## src/hw/rtl/lpg_pkg.sv

```systemverilog
// shared constants and types for the line pixel generator
package lpg_pkg;

   // coordinate bits actually used, 2 to 6
   localparam int COORD_BITS    = 6;
   // fixed width of each coordinate field on the ports
   localparam int FIELD_BITS    = 6;
   localparam int REQ_DATA_BITS = 24;
   localparam int RSP_DATA_BITS = 16;
   localparam int RSP_PAD_BITS  = RSP_DATA_BITS - 2 * FIELD_BITS;
   // decision term and increments, two's complement
   localparam int DT_BITS       = COORD_BITS + 3;
   localparam int QUEUE_DEPTH   = 2;

   typedef logic [COORD_BITS-1:0] coord_type;
   typedef logic [DT_BITS-1:0]    term_type;

   typedef struct packed {
      coord_type x;
      coord_type y;
      term_type  decision;
      term_type  diag_inc;
      term_type  straight_inc;
      coord_type steps_left;
      logic      step_x_negative;
      logic      step_y_negative;
      logic      x_is_major;
   } setup_type;

endpackage

```

## src/hw/rtl/lpg_front.sv

```systemverilog
// front end: takes a line request apart and works out the stepping setup
module lpg_front (
   input  logic [lpg_pkg::REQ_DATA_BITS-1:0] req_tdata,
   output lpg_pkg::setup_type                setup
);
   import lpg_pkg::*;

   coord_type sx, sy, ex, ey;
   coord_type dx, dy, dmaj, dmin;
   logic      x_less, y_less, xmaj;
   term_type  dmaj_w, dmin2_w;

   always_comb begin
      sx = req_tdata[0 * FIELD_BITS +: COORD_BITS];
      sy = req_tdata[1 * FIELD_BITS +: COORD_BITS];
      ex = req_tdata[2 * FIELD_BITS +: COORD_BITS];
      ey = req_tdata[3 * FIELD_BITS +: COORD_BITS];

      x_less = sx < ex;
      y_less = sy < ey;
      dx = x_less ? (ex - sx) : (sx - ex);
      dy = y_less ? (ey - sy) : (sy - ey);

      // ties go to the y axis
      xmaj = dx > dy;
      dmaj = xmaj ? dx : dy;
      dmin = xmaj ? dy : dx;

      dmaj_w  = DT_BITS'(dmaj);
      dmin2_w = DT_BITS'(dmin) << 1;

      setup.x               = sx;
      setup.y               = sy;
      setup.decision        = dmin2_w - dmaj_w;
      setup.diag_inc        = dmin2_w - (dmaj_w << 1);
      setup.straight_inc    = dmin2_w;
      setup.steps_left      = dmaj;
      setup.step_x_negative = !x_less;
      setup.step_y_negative = !y_less;
      setup.x_is_major      = xmaj;
   end

endmodule

```

## src/hw/rtl/lpg_queue.sv

```systemverilog
// short queue of line setups between the front end and the stepper
module lpg_queue (
   input  logic               clock,
   input  logic               reset,
   input  logic               wr_valid,
   output logic               wr_ready,
   input  lpg_pkg::setup_type wr_data,
   output logic               rd_valid,
   input  logic               rd_ready,
   output lpg_pkg::setup_type rd_data
);
   import lpg_pkg::*;

   localparam int PTR_BITS   = $clog2(QUEUE_DEPTH);
   localparam int COUNT_BITS = $clog2(QUEUE_DEPTH + 1);

   setup_type               entry_ff [QUEUE_DEPTH];
   logic [PTR_BITS-1:0]     wr_ptr_ff, wr_ptr_in;
   logic [PTR_BITS-1:0]     rd_ptr_ff, rd_ptr_in;
   logic [COUNT_BITS-1:0]   count_ff, count_in;
   logic                    push, pop;

   assign wr_ready = count_ff != COUNT_BITS'(QUEUE_DEPTH);
   assign rd_valid = count_ff != '0;
   assign rd_data  = entry_ff[rd_ptr_ff];
   assign push     = wr_valid && wr_ready;
   assign pop      = rd_valid && rd_ready;

   always_comb begin
      wr_ptr_in = wr_ptr_ff;
      rd_ptr_in = rd_ptr_ff;
      count_in  = count_ff;
      if (push) begin
         wr_ptr_in = (wr_ptr_ff == PTR_BITS'(QUEUE_DEPTH - 1)) ? '0 : wr_ptr_ff + 1'b1;
      end
      if (pop) begin
         rd_ptr_in = (rd_ptr_ff == PTR_BITS'(QUEUE_DEPTH - 1)) ? '0 : rd_ptr_ff + 1'b1;
      end
      if (push && !pop) begin
         count_in = count_ff + 1'b1;
      end else if (pop && !push) begin
         count_in = count_ff - 1'b1;
      end
   end

   always_ff @(posedge clock) begin
      if (reset) begin
         wr_ptr_ff <= '0;
         rd_ptr_ff <= '0;
         count_ff  <= '0;
      end else begin
         wr_ptr_ff <= wr_ptr_in;
         rd_ptr_ff <= rd_ptr_in;
         count_ff  <= count_in;
      end
   end

   always_ff @(posedge clock) begin
      if (push) begin
         entry_ff[wr_ptr_ff] <= wr_data;
      end
   end

endmodule

```

## src/hw/rtl/lpg_back.sv

```systemverilog
// stepper: walks one line setup pixel by pixel into an output register
module lpg_back (
   input  logic                            clock,
   input  logic                            reset,
   input  logic                            setup_valid,
   output logic                            setup_ready,
   input  lpg_pkg::setup_type              setup,
   output logic                            pix_valid,
   input  logic                            pix_ready,
   output logic [lpg_pkg::FIELD_BITS-1:0]  pix_x,
   output logic [lpg_pkg::FIELD_BITS-1:0]  pix_y,
   output logic                            pix_last
);
   import lpg_pkg::*;

   logic      busy_ff, busy_in;
   setup_type line_ff, line_in;
   logic      out_valid_ff, out_valid_in;
   coord_type out_x_ff, out_x_in;
   coord_type out_y_ff, out_y_in;
   logic      out_last_ff, out_last_in;
   logic      emit, done, diag, move_x, move_y;

   assign setup_ready = !busy_ff;
   assign pix_valid   = out_valid_ff;
   assign pix_x       = FIELD_BITS'(out_x_ff);
   assign pix_y       = FIELD_BITS'(out_y_ff);
   assign pix_last    = out_last_ff;

   always_comb begin
      busy_in      = busy_ff;
      line_in      = line_ff;
      out_valid_in = out_valid_ff;
      out_x_in     = out_x_ff;
      out_y_in     = out_y_ff;
      out_last_in  = out_last_ff;

      emit   = busy_ff && (!out_valid_ff || pix_ready);
      done   = line_ff.steps_left == '0;
      // minor axis moves when the decision term is not negative
      diag   = !line_ff.decision[DT_BITS-1];
      move_x = line_ff.x_is_major || diag;
      move_y = !line_ff.x_is_major || diag;

      if (out_valid_ff && pix_ready) begin
         out_valid_in = 1'b0;
      end

      if (!busy_ff) begin
         if (setup_valid) begin
            busy_in = 1'b1;
            line_in = setup;
         end
      end else if (emit) begin
         out_valid_in = 1'b1;
         out_x_in     = line_ff.x;
         out_y_in     = line_ff.y;
         out_last_in  = done;
         if (done) begin
            busy_in = 1'b0;
         end else begin
            if (move_x) begin
               line_in.x = line_ff.step_x_negative ? line_ff.x - 1'b1 : line_ff.x + 1'b1;
            end
            if (move_y) begin
               line_in.y = line_ff.step_y_negative ? line_ff.y - 1'b1 : line_ff.y + 1'b1;
            end
            line_in.decision   = line_ff.decision +
                                 (diag ? line_ff.diag_inc : line_ff.straight_inc);
            line_in.steps_left = line_ff.steps_left - 1'b1;
         end
      end
   end

   always_ff @(posedge clock) begin
      if (reset) begin
         busy_ff      <= 1'b0;
         out_valid_ff <= 1'b0;
      end else begin
         busy_ff      <= busy_in;
         out_valid_ff <= out_valid_in;
      end
   end

   always_ff @(posedge clock) begin
      line_ff     <= line_in;
      out_x_ff    <= out_x_in;
      out_y_ff    <= out_y_in;
      out_last_ff <= out_last_in;
   end

endmodule

```

## src/hw/rtl/line_pixel_generator.sv

```systemverilog
// top level of the line pixel generator: front end, setup queue and stepper
// each request is written into the setup queue, then loaded into the stepper, which
// registers its pixels in the output register: a line of n pixels, up to 64, comes
// out at one pixel per cycle while rsp_tready holds, and the next line is loaded only
// after its last pixel; reset clears the queue, the stepper and the output register
module line_pixel_generator (
   input  logic                              clock,
   input  logic                              reset,
   input  logic                              req_tvalid,
   output logic                              req_tready,
   // start_x [5:0], start_y [11:6], end_x [17:12], end_y [23:18]
   input  logic [lpg_pkg::REQ_DATA_BITS-1:0] req_tdata,
   output logic                              rsp_tvalid,
   input  logic                              rsp_tready,
   // pixel_x [5:0], pixel_y [11:6], zeros above
   output logic [lpg_pkg::RSP_DATA_BITS-1:0] rsp_tdata,
   output logic                              rsp_tlast
);
   import lpg_pkg::*;

   setup_type               front_setup;
   setup_type               queue_setup;
   logic                    queue_valid;
   logic                    back_ready;
   logic [FIELD_BITS-1:0]   pix_x, pix_y;

   lpg_front u_front (
      .req_tdata (req_tdata),
      .setup     (front_setup)
   );

   lpg_queue u_queue (
      .clock    (clock),
      .reset    (reset),
      .wr_valid (req_tvalid),
      .wr_ready (req_tready),
      .wr_data  (front_setup),
      .rd_valid (queue_valid),
      .rd_ready (back_ready),
      .rd_data  (queue_setup)
   );

   lpg_back u_back (
      .clock       (clock),
      .reset       (reset),
      .setup_valid (queue_valid),
      .setup_ready (back_ready),
      .setup       (queue_setup),
      .pix_valid   (rsp_tvalid),
      .pix_ready   (rsp_tready),
      .pix_x       (pix_x),
      .pix_y       (pix_y),
      .pix_last    (rsp_tlast)
   );

   assign rsp_tdata = {{RSP_PAD_BITS{1'b0}}, pix_y, pix_x};

endmodule

```

## config.mk

```make
export PLATFORM = sky130hd
export DESIGN_NAME = line_pixel_generator
export DESIGN_NICKNAME = d
export VERILOG_FILES = /design/src/hw/rtl/lpg_pkg.sv /design/src/hw/rtl/lpg_front.sv /design/src/hw/rtl/lpg_queue.sv /design/src/hw/rtl/lpg_back.sv /design/src/hw/rtl/line_pixel_generator.sv
export SDC_FILE = /design/constraint.sdc
export NUM_CORES = 1
export LEC_CHECK = 0
export BUFFER_PORTS_ARGS = -buffer_cell sky130_fd_sc_hd__buf_2
export CAP_MARGIN = 20
export CORE_MARGIN = 1.5
export CORE_UTILIZATION = 60
export DETAILED_ROUTE_END_ITERATION = 10
export GPL_ROUTABILITY_DRIVEN = 0
export PLACE_DENSITY = 0.79
export SYNTH_ARGS = -nofsm -noshare
export SYNTH_HDL_FRONTEND = slang
export SYNTH_SLANG_ARGS = --single-unit
```

## constraint.sdc

```tcl
create_clock -name clock -period 15.1 [get_ports clock]
set_clock_uncertainty 0.1 [all_clocks]
set_input_delay 1.51 -clock clock [delete_from_list [all_inputs] [get_ports clock]]
set_output_delay 1.51 -clock clock [all_outputs]
set_load 0.005 [all_outputs]
```

# After elaboration in Yosys (flattened, before gate mapping)
# Memory sizes are Yosys's and may differ from the RTL's. A register that Yosys moved wholly into a read port is not among the register bits.
# Index checks and enable logic that the tools add are counted.
# totals
input_bits,28
regBits,67
wordCells,100
output_inout_bits,19
memories,1
ram_bits,90
# op_classes
n_lt_le_gt_ge,3
bitwise,1
muxes,31
n_eq_ne,5
n_reduce_logical,26
addsub,16
# memory_table
memory,words,width,rd,rd_ports_with_merged_regs,wr,line,rtl
u_queue.entry_ff,2,45,1,1,1,lpg_queue.sv:17,setup_type entry_ff [QUEUE_DEPTH];
# op_table
operator,count
6-bit two-way mux,11
21-bit two-way mux,3
48-bit two-way mux,1
6-bit subtractor,4
6-bit by 1-bit subtractor with 6-bit output (second input constant),3
1-bit two-way mux,13
6-bit by 1-bit adder with 6-bit output (second input constant),2
6-bit less-than comparator,2
2-bit != test (second input constant),5
9-bit adder,1
9-bit two-way mux,1
1-bit zero test,8
4-bit AND reduction,2
7-bit by 6-bit subtractor with 8-bit output,1
7-bit by 7-bit subtractor with 8-bit output,1
6-bit greater-than comparator,1
1-bit logical AND,6
6-bit zero test,1
2-bit nonzero test,3
2-bit two-way mux,2
2-bit AND reduction,2
1-bit logical OR,3
3-bit AND reduction,1
1-bit adder (second input constant),2
other kinds (3),3

# Depth between registers and ports, before layout
# depth
word_depth,6
ltp_mapped,26
depth_no_buf,25

# Hierarchy
# A second synthesis with hierarchy kept.
# unflattened
cells_unflattened,701
hier_area_um2,8873.5
# modules_own_cells
mod,seq_area_each_um2,area_per_inst_um2,instances,cells_per_inst
lpg_queue,2982.9,3678.5,1,173
lpg_back,1871.8,3133.0,1,251
lpg_front,0.0,2028.2,1,272
line_pixel_generator,0.0,33.8,1,5

# Worst setup path after synthesis
# No wires, ideal clock.
# synth_timing
kind,input -> register
start,input req_tdata[0] in the netlist's numbering
end,"memory u_queue.entry_ff[0][30] in the netlist's numbering, data pin"
setup_time_ns,0.272
t_arrival_ns,5.897
path_stages,25
n_path_buf,1
slack_ns,8.832
required_time_ns,14.728
cell_sequence,inv_1 -> ha_1 -> inv_1 -> fa_1 -> a211o_1 -> a211o_2 -> nand2_4 -> mux2i_1 -> xor2_1 -> inv_1 -> ha_1 -> nand4_1 -> a21oi_2 -> o32ai_4 -> buf_6 -> nor2_1 -> a21oi_1 -> inv_1 -> fa_1 -> inv_1 -> a21oi_1 -> o21bai_1 -> a21o_1 -> a21oi_1 -> xor2_1
# synth_lines
item,line,rtl
"start, declared",line_pixel_generator.sv:12,"input logic [lpg_pkg::REQ_DATA_BITS-1:0] req_tdata,"
"end, declared",lpg_queue.sv:17,

==> flow_metrics.py <==
metrics = {
    "detailed_routing": {
        "ant_nets": 0,
        "vias_per_cell": 5.72,
        "finalWirelength_mm": 14.6,
        "post_drt_wl_per_cell_um": 17.7,
        "drc": 0,
        "num_vias": 4701,
        "drt_pass1_iterations": 5,
        "detailedRoute.firstIterationViolations": 365,
    },
    "cts": {
        "ctsHtreeMaxLevel": 4,
        "cts_resized": 0,
        "clock_insertion_delay_worst_skew_ns": 0.42,
        "cts_num_sinks": 144,
        "clk_root_buffer_cell": "clkbuf_16",
        "cts_hold_buf": 0,
        "clk_transition_reported_paths_ns": 0.06,
        "ctsLongestPathBuffers": 2,
        "cts_tree": "built",
        "postCtsSetupBuffers": 0,
        "cts_made_buffers": 17,
    },
    "synth": {
        "asyncSetResetFlopFracSynth_pct": 0,
        "synth_flop_cell": "edfxtp_1",
        "ys_types": 68,
        "synth.ff_latch_count": 144,
        "fraction_of_synthesized_cell_area_taken_by_the_top_area_cell_type_pct": 53.8,
        "synth_common_cells": "edfxtp_1, inv_1, ha_1, a21oi_1, mux2i_1",
        "synth_enable_flop_cells": 137,
        "yosysMostFrequentCell": "edfxtp_1",
        "ys_seq_area_share_pct": 55.6,
        "yosys-top-cells-area": "edfxtp_1, ha_1, mux2i_1",
        "top_cell_type_by_total_area_after_synthesis": "edfxtp_1",
        "yosysWarnings": 0,
        "syn_area_per_cell_um2": 13.0,
        "netlist_area_um2": 7650,
        "synthCells": 587,
    },
    "timing": {
        "post-route-worst-setup-slack_ns": 8.30,
        "timing_limited_maximum_frequency_ghz": 0.147,
        "min_period_ns": 6.80,
        "fin_hold_ws_ns": 0.359,
        "setup-violations-final": 0,
        "tightest_slew_ns": 0.989,
        "crit_share_post_route_pct": 45.0,
        "timing_hold_violations_final": 0,
        "timing.setup.tns_ns": 0,
        "timing.slew.headroom_pct": 33.8,
        "timing.final.max_slew_violations": 0,
        "setup_repair_after_global_routing_missed_its_margin": "false",
    },
    "hold_path": {
        "hold_path.startpoint": "u_back.line_ff[39]",
        "kind_of_path_behind_the_tightest_hold_check": "reg2reg",
        "hold_depth": 0,
        "hold_path_end": "u_back.pix_y[3]",
    },
    "floorplan": {
        "die_area_um2": 13400,
        "initial_core_util_pct": 61.1,
        "core-area_um2": 12500,
        "die_y_um": 116,
        "num_io_pins": 47,
        "row_count": 41,
        "die_w_um": 116,
    },
    "global_route": {
        "vias_in_the_first_global_route": 4769,
        "grt_start_max_net_pins": 42,
        "grt_antenna_before_repair": 0,
        "grt-ovfl-total": 0,
        "overall_global_routing_usage_pct": 23.7,
        "grt_first_pass_wirelength_mm": 23.7,
    },
    "worst_setup_path": {
        "critical_path.top_delay_family": "compound AO/OA/AOI/OAI gates",
        "r2r.worst_path.cells": 5,
        "setup.reg_to_reg.worst_slack_ns": 11.01,
        "rr_startpoint": "u_back.busy_ff",
        "cp_data_arrival_time_ns": 6.84,
        "cpPeakStageDelay_ns": 0.62,
        "crit_chain": "buf_2, inv_1, ha_1, inv_1, fa_1, a211o_1, a211o_2, nand2_4, mux2i_1, xor2_1, inv_1, ha_1, nand4_1, a21oi_2, o32ai_4, inv_2, nor2_1, a21oi_1, ha_1, a21oi_1, o21bai_1, a21o_1, a21oi_1, xor2_1",
        "rr_endpoint": "u_back.line_ff[47]",
        "timing.critical_path.to_type": "flip-flop",
        "worst_setup_path_start_kind": "input pin",
        "timing.critical_path.buf_inv": 5,
        "crit_path_max_fanout": 17,
        "critPathSlowestCell": "o32ai_4",
        "worst_setup_path_class": "in2reg",
        "critPathRequiredTime_ns": 15.15,
    },
    "finish": {
        "stdcell_count": 822,
        "area_growth_syn_to_layout_pct": 13.0,
        "post_route_design_area_um2": 8650,
        "nets": 725,
        "layout-drive-gt1-share_pct": 19.5,
        "antennaDiodeCount": 0,
        "final_core_occ_pct": 69.1,
    },
    "place": {
        "detailed_place.area_um2": 8030,
        "dp_worst_slack_ns": 8.00,
        "hpwl_mm": 10.0,
        "place.port_buffers": 42,
        "placed_cells_incl_taps": 790,
    },
    "pwr": {
        "power_leakage_nw": 3.51,
        "vdd_ir_drop_max_uv": 101,
        "report.power.total_mw": 2.07,
        "p_per_area_nw_per_um2": 239,
    },
    "outcome": {
        "outcome": "finished clean",
    },
    "run": {
        "cap_viol_max_count": 0,
    },
}
where the power goes:
group          switching, mW  internal, mW
logic                  0.517         0.356
clock network          0.158         0.275
registers             0.0641         0.698
total                  0.739          1.33
layer usage:
layer,track usage (%),share of wire [%]
met1,29.1,41
met2,39.3,50
met3,4.97,5.3
met4,13.0,3.4
met5,0,0
final cells by class:
| type | instances | area [um2] |
|---|---|---|
| clock buffers | 17 | 425 |
| clock inverters | 15 | 193 |
| fillers | 847 | 3870 |
| inverters | 74 | 290 |
| multi-input cells | 355 | 3040 |
| flip-flops and latches | 144 | 4260 |
| well taps | 172 | 215 |
| repair buffers | 45 | 233 |
worst reg2reg max path, delay by kind of cell, from the launching register on:
kind | cells | cell delay (ns)
AO/OA/AOI/OAI | 2 | 1.27
AND/OR/NAND/NOR | 1 | 1.03
buffers and inverters | 2 | 0.84
flip-flops | 1 | 0.46
worst max-delay path by stage:
stage	start	to	depth (start not counted)
5_1_grt	req_tdata[0]	u_queue.entry_ff[0][30]	24
3_3_place_gp	req_tdata[0]	u_queue.entry_ff[0][30]	25
6_report	req_tdata[0]	u_queue.entry_ff[0][30]	24
2_1_floorplan	req_tdata[0]	u_queue.entry_ff[0][30]	25
3_5_place_dp	req_tdata[0]	u_queue.entry_ff[0][30]	25
4_1_cts	req_tdata[0]	u_queue.entry_ff[0][30]	24
sequential cells by signal, indices dropped and copies added (netlist names), named ones only:
register and cells:
u_back.pix_last 1, u_back.pix_y 6, u_queue.wr_ptr_ff 1, u_queue.count_ff 2
u_back.pix_valid 1, u_back.busy_ff 1, u_queue.rd_ptr_ff 1, u_queue.entry_ff 82
u_back.pix_x 6, u_back.line_ff 42
layout by cell type, fill, tap and decap left out, types with 6 or more instances in the layout:
cell       synthesis  final
fa_1               8      8
clkbuf_16          0     17
dfxtp_1            7      6
a21o_1            16     16
edfxtp_1         137    137
o21bai_1          11     11
xor2_1            18     18
nand2_1           15     15
a21oi_1           34     34
mux2_2            22     22
nor2_1            21     20
mux2i_1           32     32
ha_1              52     52
inv_1             71     71
xnor2_1           20     20
o21ai_0            9      8
o22ai_1           24     24
buf_2              0     42
kinds of logic after synthesis:
group	count (synthesis)	share of synthesized area, %
flops	144	55.6
compound gates	127	11.9
buf+inv	91	5.02
simple gates	71	4.91
fa+ha+maj	60	10.6
mux	55	7.61
xor+xnor	38	4.35
other cells	1	0.0490
Power figures use the tool's default switching activity.
